==> src/rtl/swc_pkg.sv <==
// Shared types, constants and the chaser pattern table for the stopwatch block.
`timescale 1ns / 1ps

package swc_pkg;

   // Field widths
   localparam int unsigned BTN_W   = 5;
   localparam int unsigned MS_W    = 10;
   localparam int unsigned SEC_W   = 6;
   localparam int unsigned MIN_W   = 6;
   localparam int unsigned HOUR_W  = 10;
   localparam int unsigned DLY_W   = 12;
   localparam int unsigned STEP_W  = 10;
   localparam int unsigned IDX_W   = 3;
   localparam int unsigned LED_W   = 8;
   localparam int unsigned CSR_A_W = 2;
   localparam int unsigned CSR_D_W = 12;
   localparam int unsigned REQ_W   = 8;
   localparam int unsigned RSP_W   = 48;

   // Rollover limits
   localparam logic [MS_W-1:0]   MS_WRAP   = 10'd1000;
   localparam logic [SEC_W-1:0]  SEC_WRAP  = 6'd60;
   localparam logic [MIN_W-1:0]  MIN_WRAP  = 6'd60;
   localparam logic [HOUR_W-1:0] HOUR_WRAP = 10'd1000;

   // Register reset values
   localparam logic [DLY_W-1:0]  DELAY_MIN_RST  = 12'd500;
   localparam logic [DLY_W-1:0]  DELAY_MAX_RST  = 12'd2000;
   localparam logic [STEP_W-1:0] DELAY_STEP_RST = 10'd300;
   localparam logic [DLY_W-1:0]  DELAY_SAT      = 12'd4095;

   // Chaser index limits
   localparam logic [IDX_W-1:0] IDX_FIRST = 3'd0;
   localparam logic [IDX_W-1:0] IDX_LAST  = 3'd4;

   // Button bit positions
   localparam int unsigned BTN_START  = 0;
   localparam int unsigned BTN_STOP   = 1;
   localparam int unsigned BTN_CLEAR  = 2;
   localparam int unsigned BTN_SLOWER = 3;
   localparam int unsigned BTN_FASTER = 4;

   // Configuration register indexes
   typedef enum logic [CSR_A_W-1:0] {
      CSR_DELAY_MIN  = 2'd0,
      CSR_DELAY_MAX  = 2'd1,
      CSR_DELAY_STEP = 2'd2
   } csr_index_type;

   // Symmetric chaser patterns; indexes past the table show all LEDs off
   function automatic logic [LED_W-1:0] chase_pattern(input logic [IDX_W-1:0] idx);
      logic [LED_W-1:0] pat;
      case (idx)
         3'd0:    pat = 8'b1111_1111;
         3'd1:    pat = 8'b0111_1110;
         3'd2:    pat = 8'b0011_1100;
         3'd3:    pat = 8'b0001_1000;
         default: pat = 8'b0000_0000;
      endcase
      return pat;
   endfunction

endpackage

==> src/rtl/stopwatch_and_led_chaser_top.sv <==
// Stopwatch with bouncing LED chaser: button handling, time counting and result stage.
`timescale 1ns / 1ps

//  channel | dir | handshake            | payload
//  --------+-----+----------------------+------------------------------------------
//  req     | in  | req_tvalid/tready    | req_tdata: buttons[4:0], tick[5], zeros
//  rsp     | out | rsp_tvalid/tready    | rsp_tdata: hours, minutes, seconds,
//          |     |                      |            millis, leds, running, zeros
//  csr     | in  | csr_we               | csr_addr (register index), csr_wdata
//
// One transfer in gives one transfer out. All state updates for an item happen in
// the cycle it is accepted; the result is loaded into the output register at the same time.
// Sustained rate is one item per cycle while rsp_tready stays high, as there is a single output register.
// req_tready is high while the output register is empty or being drained this cycle,
// and held low during reset so no transfer is taken and then dropped.
// Reset (synchronous, active high) restores the counters, the chaser and the
// delay registers to their power-up values, with no clearing pass.

module stopwatch_and_led_chaser_top (
   input  logic                          clock,
   input  logic                          reset,
   input  logic                          req_tvalid,
   output logic                          req_tready,
   // [4:0] buttons, [5] tick, [7:6] zero
   input  logic [swc_pkg::REQ_W-1:0]     req_tdata,
   output logic                          rsp_tvalid,
   input  logic                          rsp_tready,
   // [9:0] hours, [15:10] minutes, [21:16] seconds, [31:22] millis,
   // [39:32] leds, [40] running, [47:41] zero
   output logic [swc_pkg::RSP_W-1:0]     rsp_tdata,
   input  logic                          csr_we,
   input  logic [swc_pkg::CSR_A_W-1:0]   csr_addr,
   input  logic [swc_pkg::CSR_D_W-1:0]   csr_wdata
);

   // Configuration registers
   logic [swc_pkg::DLY_W-1:0]  delay_min_ff,  delay_min_in;
   logic [swc_pkg::DLY_W-1:0]  delay_max_ff,  delay_max_in;
   logic [swc_pkg::STEP_W-1:0] delay_step_ff, delay_step_in;

   // Block state
   logic [swc_pkg::BTN_W-1:0]  last_btn_ff,    last_btn_in;
   logic                       run_ff,         run_in;
   logic [swc_pkg::MS_W-1:0]   ms_ff,          ms_in;
   logic [swc_pkg::SEC_W-1:0]  sec_ff,         sec_in;
   logic [swc_pkg::MIN_W-1:0]  min_ff,         min_in;
   logic [swc_pkg::HOUR_W-1:0] hour_ff,        hour_in;
   logic [swc_pkg::DLY_W-1:0]  chase_ticks_ff, chase_ticks_in;
   logic [swc_pkg::IDX_W-1:0]  chase_idx_ff,   chase_idx_in;
   logic                       chase_up_ff,    chase_up_in;
   logic [swc_pkg::DLY_W-1:0]  chase_dly_ff,   chase_dly_in;
   logic [swc_pkg::LED_W-1:0]  led_ff,         led_in;

   // Output stage
   logic                       rsp_valid_ff,   rsp_valid_in;
   logic [swc_pkg::RSP_W-1:0]  rsp_data_ff,    rsp_data_in;

   logic                       req_fire;
   logic [swc_pkg::BTN_W-1:0]  btn;
   logic                       tick;
   logic [swc_pkg::BTN_W-1:0]  fresh;

   assign btn        = req_tdata[swc_pkg::BTN_W-1:0];
   assign tick       = req_tdata[swc_pkg::BTN_W];
   assign req_tready = !reset && (!rsp_valid_ff || rsp_tready);
   assign req_fire   = req_tvalid && req_tready;
   assign fresh      = btn & ~last_btn_ff;

   assign rsp_tvalid = rsp_valid_ff;
   assign rsp_tdata  = rsp_data_ff;

   // Configuration writes; an index past the list is dropped
   always_comb begin
      delay_min_in  = delay_min_ff;
      delay_max_in  = delay_max_ff;
      delay_step_in = delay_step_ff;
      if (csr_we) begin
         unique case (swc_pkg::csr_index_type'(csr_addr))
            swc_pkg::CSR_DELAY_MIN:  delay_min_in  = csr_wdata;
            swc_pkg::CSR_DELAY_MAX:  delay_max_in  = csr_wdata;
            swc_pkg::CSR_DELAY_STEP: delay_step_in = csr_wdata[swc_pkg::STEP_W-1:0];
            default: ;
         endcase
      end
   end

   // Per-item update: button action, then time counting, then the chaser
   always_comb begin
      logic [swc_pkg::DLY_W:0]    dly_sum;
      logic [swc_pkg::DLY_W-1:0]  step_ext;
      logic [swc_pkg::MS_W-1:0]   ms_inc;
      logic [swc_pkg::SEC_W-1:0]  sec_inc;
      logic [swc_pkg::MIN_W-1:0]  min_inc;
      logic [swc_pkg::HOUR_W-1:0] hour_inc;

      last_btn_in    = last_btn_ff;
      run_in         = run_ff;
      ms_in          = ms_ff;
      sec_in         = sec_ff;
      min_in         = min_ff;
      hour_in        = hour_ff;
      chase_ticks_in = chase_ticks_ff;
      chase_idx_in   = chase_idx_ff;
      chase_up_in    = chase_up_ff;
      chase_dly_in   = chase_dly_ff;
      led_in         = led_ff;

      step_ext = {{(swc_pkg::DLY_W-swc_pkg::STEP_W){1'b0}}, delay_step_ff};
      dly_sum  = {1'b0, chase_dly_ff} + {1'b0, step_ext};
      ms_inc   = '0;
      sec_inc  = '0;
      min_inc  = '0;
      hour_inc = '0;

      if (req_fire) begin
         last_btn_in = btn;

         // Lowest newly pressed button wins
         if (fresh[swc_pkg::BTN_START]) begin
            run_in = 1'b1;
         end else if (fresh[swc_pkg::BTN_STOP]) begin
            run_in = 1'b0;
         end else if (fresh[swc_pkg::BTN_CLEAR]) begin
            ms_in   = '0;
            sec_in  = '0;
            min_in  = '0;
            hour_in = '0;
         end else if (fresh[swc_pkg::BTN_SLOWER]) begin
            if (chase_dly_ff < delay_max_ff) begin
               chase_dly_in = dly_sum[swc_pkg::DLY_W] ? swc_pkg::DELAY_SAT
                                                       : dly_sum[swc_pkg::DLY_W-1:0];
            end
         end else if (fresh[swc_pkg::BTN_FASTER]) begin
            if (chase_dly_ff > delay_min_ff) begin
               chase_dly_in = (chase_dly_ff > step_ext) ? chase_dly_ff - step_ext : '0;
            end
         end

         if (tick) begin
            if (run_in) begin
               ms_inc = ms_in + 1'b1;
               if (ms_inc >= swc_pkg::MS_WRAP) begin
                  ms_in   = '0;
                  sec_inc = sec_in + 1'b1;
                  if (sec_inc >= swc_pkg::SEC_WRAP) begin
                     sec_in  = '0;
                     min_inc = min_in + 1'b1;
                     if (min_inc >= swc_pkg::MIN_WRAP) begin
                        min_in   = '0;
                        hour_inc = hour_in + 1'b1;
                        hour_in  = (hour_inc >= swc_pkg::HOUR_WRAP) ? '0 : hour_inc;
                     end else begin
                        min_in = min_inc;
                     end
                  end else begin
                     sec_in = sec_inc;
                  end
               end else begin
                  ms_in = ms_inc;
               end
            end
            if (chase_ticks_ff != swc_pkg::DELAY_SAT) begin
               chase_ticks_in = chase_ticks_ff + 1'b1;
            end
         end

         // Show the next pattern once the count passes the delay; bounce at the ends
         if (chase_ticks_in > chase_dly_in) begin
            chase_ticks_in = '0;
            led_in         = swc_pkg::chase_pattern(chase_idx_ff);
            if (chase_idx_ff >= swc_pkg::IDX_LAST) begin
               chase_up_in = 1'b0;
            end
            if (chase_idx_ff == swc_pkg::IDX_FIRST) begin
               chase_up_in = 1'b1;
            end
            chase_idx_in = chase_up_in ? chase_idx_ff + 1'b1 : chase_idx_ff - 1'b1;
         end
      end
   end

   // Result register: load on accept, clear when drained with nothing behind it
   always_comb begin
      rsp_valid_in = rsp_valid_ff;
      rsp_data_in  = rsp_data_ff;
      if (req_fire) begin
         rsp_valid_in = 1'b1;
         rsp_data_in  = {7'd0, run_in, led_in, ms_in, sec_in, min_in, hour_in};
      end else if (rsp_tready) begin
         rsp_valid_in = 1'b0;
      end
   end

   always_ff @(posedge clock) begin
      if (reset) begin
         delay_min_ff   <= swc_pkg::DELAY_MIN_RST;
         delay_max_ff   <= swc_pkg::DELAY_MAX_RST;
         delay_step_ff  <= swc_pkg::DELAY_STEP_RST;
         last_btn_ff    <= '0;
         run_ff         <= 1'b1;
         ms_ff          <= '0;
         sec_ff         <= '0;
         min_ff         <= '0;
         hour_ff        <= '0;
         chase_ticks_ff <= '0;
         chase_idx_ff   <= '0;
         chase_up_ff    <= 1'b1;
         chase_dly_ff   <= swc_pkg::DELAY_MIN_RST;
         led_ff         <= '0;
         rsp_valid_ff   <= 1'b0;
      end else begin
         delay_min_ff   <= delay_min_in;
         delay_max_ff   <= delay_max_in;
         delay_step_ff  <= delay_step_in;
         last_btn_ff    <= last_btn_in;
         run_ff         <= run_in;
         ms_ff          <= ms_in;
         sec_ff         <= sec_in;
         min_ff         <= min_in;
         hour_ff        <= hour_in;
         chase_ticks_ff <= chase_ticks_in;
         chase_idx_ff   <= chase_idx_in;
         chase_up_ff    <= chase_up_in;
         chase_dly_ff   <= chase_dly_in;
         led_ff         <= led_in;
         rsp_valid_ff   <= rsp_valid_in;
      end
   end

   always_ff @(posedge clock) begin
      rsp_data_ff <= rsp_data_in;
   end

   // Time fields stay within their ranges
   a_time_range: assert property (@(posedge clock) disable iff (reset)
      ms_ff < swc_pkg::MS_WRAP && sec_ff < swc_pkg::SEC_WRAP &&
      min_ff < swc_pkg::MIN_WRAP && hour_ff < swc_pkg::HOUR_WRAP)
      else $error("time counter out of range");

   // Every accepted item leaves a result in the output register
   a_accept_result: assert property (@(posedge clock) disable iff (reset)
      req_fire |=> rsp_valid_ff)
      else $error("accepted item produced no result");

   // State moves only with an accepted item
   a_state_hold: assert property (@(posedge clock) disable iff (reset)
      !req_fire |=> $stable(ms_ff) && $stable(chase_ticks_ff) && $stable(chase_dly_ff)
                    && $stable(run_ff))
      else $error("state changed without an accepted item");

   // The chase count never stays above the delay after an item
   a_chase_bound: assert property (@(posedge clock) disable iff (reset)
      req_fire |=> chase_ticks_ff <= chase_dly_ff)
      else $error("chase count left above delay");

endmodule

==> config.mk <==
export PLATFORM = sky130hd
export DESIGN_NAME = stopwatch_and_led_chaser_top
export DESIGN_NICKNAME = d
export VERILOG_FILES = /design/src/rtl/swc_pkg.sv /design/src/rtl/stopwatch_and_led_chaser_top.sv
export SDC_FILE = /design/constraint.sdc
export NUM_CORES = 1
export LEC_CHECK = 0
export CORE_MARGIN = 3
export CORE_UTILIZATION = 45
export DETAILED_ROUTE_END_ITERATION = 6
export DONT_BUFFER_PORTS = 1
export PLACE_DENSITY_LB_ADDON = 0.3
export SLEW_MARGIN = 20
export SYNTH_ARGS = -nofsm -noshare
export SYNTH_HDL_FRONTEND = slang
export SYNTH_SLANG_ARGS = --single-unit
==> constraint.sdc <==
create_clock -name clock -period 4.5 [get_ports clock]
set_clock_uncertainty 0.05 [all_clocks]
set_input_delay 0.225 -clock clock [delete_from_list [all_inputs] [get_ports clock]]
set_output_delay 0.225 -clock clock [all_outputs]
set_load 0.05 [all_outputs]
Yosys cells after proc, flatten, opt, wreduce, memory -nomap -nowiden

Index checks and enable logic that the tools add are counted.
Widths: inputs -> output; s select.

Input bits: 27
Memories kept: 0
Memory bits (writable): 0
Latch bits: 0
Output and inout bits: 50
Bits in registers: 150
Logic and storage cells: 120
Memory bits (read-only): 0

Bitwise logic cells: 2
Multipliers: 0
$lt $le $gt $ge: 9
Reductions and logical operators: 12
Shifts and indexed selects: 0
Muxes and demuxes: 66
Equality and inequality tests: 6
Add/sub/neg operators: 9
Div/mod/pow operators: 0

Operators by type and width:

| operator              | number |
|---|---|
| $mux 10               | 19 |
| $mux 12               | 14 |
| $mux 6                | 19 |
| $pmux 8 s4            | 1 |
| $gt 12x12->1          | 2 |
| $add 10x1->10 const B | 2 |
| $ge 10x10->1 const B  | 2 |
| $mux 8                | 2 |
| $add 12x10->13        | 1 |
| $add 12x1->12 const B | 1 |
| $add 6x1->6 const B   | 2 |
| $ge 6x6->1 const B    | 2 |
| $gt 12x10->1          | 1 |
| $lt 12x12->1          | 1 |
| $ne 12x12->1 const B  | 1 |
| $sub 12x10->12        | 1 |
| $mux 1                | 10 |
| $reduce_and 2->1      | 4 |
| $eq 3x2->1 const B    | 2 |
| $and 5x5->5           | 1 |
| $not 5->5             | 1 |
| $add 3x1->3 const B   | 1 |
| $eq 3x1->1 const B    | 1 |
| $ge 3x3->1 const B    | 1 |
| other kinds (10)      | 12 |

Logic depth before layout (Yosys ltp)

Word-level depth: 15
Gate-level depth with buffers: 20
Gate-level depth less buffers: 18

Least setup slack after synthesis

No wires, ideal clock.

Path type: reg-to-reg
From: register delay_step_ff[2] (netlist name)
To: register rsp_data_ff (netlist bit rsp_tdata[34]), data pin
Clock period less this slack: 4.362 ns
Data required time: 4.196 ns
Buffers on the path: 1
Arrival time: 4.058 ns
Cell stages (with the launch flop): 19
Setup slack: 0.138 ns
Path through: dfxtp_1 inv_1 ha_1 clkbuf_1 nand2b_1 a221o_1 a2111oi_2 o211ai_1 nor3b_1 nor4_1 a221oi_1 ha_1 nor2b_1 o21a_1 o21a_1 o21a_1 o31ai_1 nor2_1 o21a_1

Cells in the longest elaborated chain, start to end: 12
Elaborated cells between the ends (all ways): 16
Classes of those cells: add/sub: 2; order compare: 2; mux: 12

RTL lines:

| item                                           | line                                | text |
|---|---|---|
| start: declaration                             | stopwatch_and_led_chaser_top.sv:39  | `logic [swc_pkg::STEP_W-1:0] delay_step_ff, delay_step_in;` |
| start signal: assignment                       | stopwatch_and_led_chaser_top.sv:198 | `delay_step_ff <= swc_pkg::DELAY_STEP_RST;` |
| start signal: assignment                       | stopwatch_and_led_chaser_top.sv:214 | `delay_step_ff <= delay_step_in;` |
| $sub 12x10->12 or $gt 12x10->1 (tied branches) | stopwatch_and_led_chaser_top.sv:135 | `chase_dly_in = (chase_dly_ff > step_ext) ? chase_dly_ff - step_ext : '0;` |
| $mux 12                                        | stopwatch_and_led_chaser_top.sv:135 |  |
| $mux 12                                        | stopwatch_and_led_chaser_top.sv:134 | `if (chase_dly_ff > delay_min_ff) begin` |
| $mux 12                                        | stopwatch_and_led_chaser_top.sv:133 | `end else if (fresh[swc_pkg::BTN_FASTER]) begin` |
| $mux 12 *                                      | stopwatch_and_led_chaser_top.sv:128 | `end else if (fresh[swc_pkg::BTN_SLOWER]) begin` |
| $mux 12 *                                      | stopwatch_and_led_chaser_top.sv:123 | `end else if (fresh[swc_pkg::BTN_CLEAR]) begin` |
| $mux 12 *                                      | stopwatch_and_led_chaser_top.sv:121 | `end else if (fresh[swc_pkg::BTN_STOP]) begin` |
| $mux 12 *                                      | stopwatch_and_led_chaser_top.sv:119 | `if (fresh[swc_pkg::BTN_START]) begin` |
| $mux 12 *                                      | stopwatch_and_led_chaser_top.sv:115 | `if (req_fire) begin` |
| $gt 12x12->1 *                                 | stopwatch_and_led_chaser_top.sv:168 | `if (chase_ticks_in > chase_dly_in) begin` |
| $mux 8 *                                       | stopwatch_and_led_chaser_top.sv:168 |  |
| $mux 8 *                                       | stopwatch_and_led_chaser_top.sv:115 |  |
| via led_in, one bit                            | stopwatch_and_led_chaser_top.sv:52  | `logic [swc_pkg::LED_W-1:0] led_ff, led_in;` |
| end signal: assignment                         | stopwatch_and_led_chaser_top.sv:231 | `rsp_data_ff <= rsp_data_in;` |
| end: declaration                               | stopwatch_and_led_chaser_top.sv:56  | `logic [swc_pkg::RSP_W-1:0] rsp_data_ff, rsp_data_in;` |

The timed path passes the listed nets; every way through them passes the cells marked *. The select of a mux whose other input is x is not followed.
A chain may end at the register's enable or synchronous reset.

Final worst setup path

From: register chase_dly_ff[0] (netlist name)
To: register chase_ticks_ff[0] (netlist name)

Cells in the longest elaborated chain, start to end: 11
Elaborated cells between the ends (all ways): 17
Classes of those cells: add/sub: 2; order compare: 4; mux: 11

RTL lines:

| item                                           | line                                | text |
|---|---|---|
| start: declaration                             | stopwatch_and_led_chaser_top.sv:51  | `logic [swc_pkg::DLY_W-1:0] chase_dly_ff, chase_dly_in;` |
| start signal: assignment                       | stopwatch_and_led_chaser_top.sv:208 | `chase_dly_ff <= swc_pkg::DELAY_MIN_RST;` |
| start signal: assignment                       | stopwatch_and_led_chaser_top.sv:224 | `chase_dly_ff <= chase_dly_in;` |
| $sub 12x10->12 or $gt 12x10->1 (tied branches) | stopwatch_and_led_chaser_top.sv:135 |  |
| $mux 12                                        | stopwatch_and_led_chaser_top.sv:135 |  |
| $mux 12                                        | stopwatch_and_led_chaser_top.sv:134 |  |
| $mux 12                                        | stopwatch_and_led_chaser_top.sv:133 |  |
| $mux 12                                        | stopwatch_and_led_chaser_top.sv:128 |  |
| $mux 12                                        | stopwatch_and_led_chaser_top.sv:123 |  |
| $mux 12                                        | stopwatch_and_led_chaser_top.sv:121 |  |
| $mux 12 *                                      | stopwatch_and_led_chaser_top.sv:119 |  |
| $mux 12 *                                      | stopwatch_and_led_chaser_top.sv:115 |  |
| $gt 12x12->1 *                                 | stopwatch_and_led_chaser_top.sv:168 |  |
| $mux 12 *                                      | stopwatch_and_led_chaser_top.sv:168 |  |
| end signal: assignment                         | stopwatch_and_led_chaser_top.sv:221 | `chase_ticks_ff <= chase_ticks_in;` |
| end: declaration                               | stopwatch_and_led_chaser_top.sv:48  | `logic [swc_pkg::DLY_W-1:0] chase_ticks_ff, chase_ticks_in;` |

Mark *: on every way between the ends. The rest lies on a longest branch, timed or not. The select of a mux whose other input is x is not followed.

==> results_dict.tcl <==
set metrics [dict create \
    rows 52 \
    area_growth_pct 19.09 \
    maxCapViolations 0 \
    clock_path_buffers 2 \
    hold_path.class "input port to register" \
    violations "negative setup slack" \
    slew_violations 0 \
    track_usage_pct 22.79 \
    maxSlewHeadroom_pct 41.42 \
    cts_tree "done" \
    drc_errors 0 \
    routed_wl_mm 27.40 \
    netlist_area_mm2 0.009578 \
    nets 1289 \
    synth_ff_type "dfxtp_1" \
    place.gp.congestion 0.9215 \
    grt_max_degree 60 \
    path_clk_slew_ps 70 \
    drive_above_1_share_pct 17.01 \
    vdd_ir_drop_max_v 0.0002623 \
    holdWs_ps 54.67 \
    min_period_ps 4532 \
    leakagePower_nw 4.485 \
    layout_commonest_cell "nand2_1" \
    drt_first_pass_iters 6 \
    critPathMaxFanout 10 \
    initial_core_util_pct 46.59 \
    crit_required_ps 4760 \
    hold_viol_final 0 \
    multi_input_area_mm2 0.005914 \
    antenna_cells 0 \
    final_cell_mix "nand2_1, dfxtp_1, a21oi_1" \
    grt_pass1_wl_mm 43.72 \
    arrival_ps 4790 \
    antenna_left 0 \
    die_area_mm2 0.02307 \
    period_share_pct 100.7 \
    htree_levels 4 \
    cts_made_buffers 17 \
    postLayoutCoreUtil_pct 55.48 \
    synth_edf_count 41 \
    dp_hpwl_mm 18.57 \
    grt_pass1_vias 8469 \
    ys_warn_count 0 \
    synth_seq_cells 150 \
    fill_cells 1859 \
    vias 8959 \
    synth.avg_cell_area_um2 8.521 \
    setup_viol_count_final 1 \
    die_h_um 151.9 \
    end_kind "register" \
    path_class "register to register" \
    clk_latency_ps 440 \
    worstSetupStartpointType "register" \
    rsz0062_at_grt "yes" \
    ys_types 87 \
    wl_per_cell_um 18.58 \
    core_area_mm2 0.02056 \
    setup_slack_ps -32.28 \
    seq_area_frac_synth_pct 35.64 \
    antenna_found_initial 0 \
    layout.area.seq_mm2 0.003425 \
    clock_sinks 150 \
    first_iter_violations 782 \
    fmax_mhz 220.6 \
    die_w_um 151.9 \
    io_pins 77 \
    grt_overflow_total 0 \
    tightest_slew_ps 875.5 \
    powerDensity_mw_per_mm2 319.1 \
    io_buffers 0 \
    async_reset_ff_share_pct 0 \
    root_buffer "clkbuf_16" \
    total_power_mw 3.640 \
    syn_inst 1124 \
    outcome "finished, violations left" \
    post_drt_via_cell_ratio 6.074 \
]
[cells in the mapped netlist (5+ instances only)]
cell type	count	share of area (%)
nand2_1	138	5.4
dfxtp_1	109	23
a21oi_1	89	4.7
nor2_1	72	2.8
ha_1	68	8.9
inv_1	63	2.5
o21ai_0	54	2.8
clkbuf_1	41	1.6
edfxtp_1	41	13
nand3_1	40	2.1
and2_1	25	1.6
nor3_1	24	1.3
o211ai_1	22	1.7
o21a_1	20	1.6
a31oi_1	18	1.2
nand4_1	17	1.1
nand2b_1	15	0.98
a21o_1	14	1.1
o31ai_1	12	0.94
nor2b_1	11	0.72
or3_1	11	0.72
a22o_1	10	0.91
mux2i_1	10	1.0
xnor2_1	9	0.82
xor2_1	9	0.82
buf_4	8	0.63
o31a_1	8	0.73
a211o_1	7	0.64
a32oi_1	7	0.64
and3_1	7	0.46
nor4_1	7	0.46
o22ai_1	7	0.46
a2111oi_0	6	0.55
a211oi_1	6	0.47
or4_1	6	0.47
mux2_2	5	0.59
nand4b_1	5	0.46
o32a_1	5	0.52
or2_2	5	0.33
[worst max-delay path, stage by stage (launching register included)]
cell and delay (ps):
dfxtp_4 380, ha_4 140, fa_2 240, nand2b_4 70
a221o_1 370, a2111oi_4 410, o211ai_1 260, nor3b_2 240
nor4_2 300, a221oi_2 60, ha_1 330, nor2b_4 130
o21a_1 160, o21a_1 160, o21a_1 210, o31ai_2 250
buf_4 220, buf_8 140, a41oi_1 140, o41ai_1 120
[routing by layer]
layer	vias to the layer above	track usage, %	wire length (um)
li1	4280	-	-
met1	4252	31.32	12130
met2	359	36.20	12540
met3	68	4.323	1971
met4	0	7.705	758
met5	-	0	0
[stage by stage]
step                      setup WS (ps)  area, um2  cells  TNS, ps
final                            -32.28      11410   1475   -32.28
after global routing             -168.9      11410   1475    -3350
after CTS                        -1.571      11100   1464   -1.571
after detailed placement         -103.1      10170   1409   -413.4
after global placement           -23.81      10170   1409   -80.46
after floorplan                   137.8       9600   1130        0
[timing repair]
item	CTS	global route
setup endpoints to repair	19	32
gates cloned	1	1
setup buffers	1	10
hold buffers	21	0
pin swaps	8	22
gates resized for setup	13	57
hold endpoints to repair	80	0
[layout make-up]
| type | count | area share (%) |
|---|---|---|
| tap | 270 | 2.962 |
| multi-input combinational | 857 | 51.85 |
| clock inverter | 15 | 1.799 |
| inverter | 63 | 2.073 |
| sequential | 150 | 30.02 |
| timing repair buffer | 103 | 7.558 |
| clock buffer | 17 | 3.730 |
[kinds of logic after synthesis]
logic type	synth area share, %
AO/OA/AOI/OAI	23.64
XOR/XNOR	1.646
other	0.03915
multiplexers	1.633
buffers and inverters	5.591
AND/OR/NAND/NOR	22.51
adder cells (fa/ha/maj)	9.301
flip-flops	35.64
[sequential cells by signal (all words and copies together) (netlist names), 3 cells and up]
name and flops:
delay_step_ff 10, delay_min_ff 12, chase_idx_ff 3, chase_dly_ff 12, delay_max_ff 12, sec_ff 6, last_btn_ff 5, chase_ticks_ff 12
min_ff 6, ms_ff 10, hour_ff 10, led_ff 8, rsp_tdata 41
[power by group]
group / internal, mW / switching, mW
registers: 1.42 / 0.0767
logic: 0.245 / 0.367
clock network: 0.810 / 0.719
[final timing paths]
path | cells after the start | from | slack, ps | end
worst max-delay path | 19 | chase_dly_ff[0]$_SDFFE_PP0P_ | -30 | chase_ticks_ff[0]$_SDFFE_PP0P_
worst min-delay path | 2 | reset | 50 | chase_dly_ff[1]$_SDFFE_PP0P_
worst min register to register | 2 | delay_max_ff[5]$_SDFFE_PP0P_ | 410 | delay_max_ff[5]$_SDFFE_PP0P_
worst max register to register | 19 | chase_dly_ff[0]$_SDFFE_PP0P_ | -30 | chase_ticks_ff[0]$_SDFFE_PP0P_
Power figures use the tool's default switching activity.
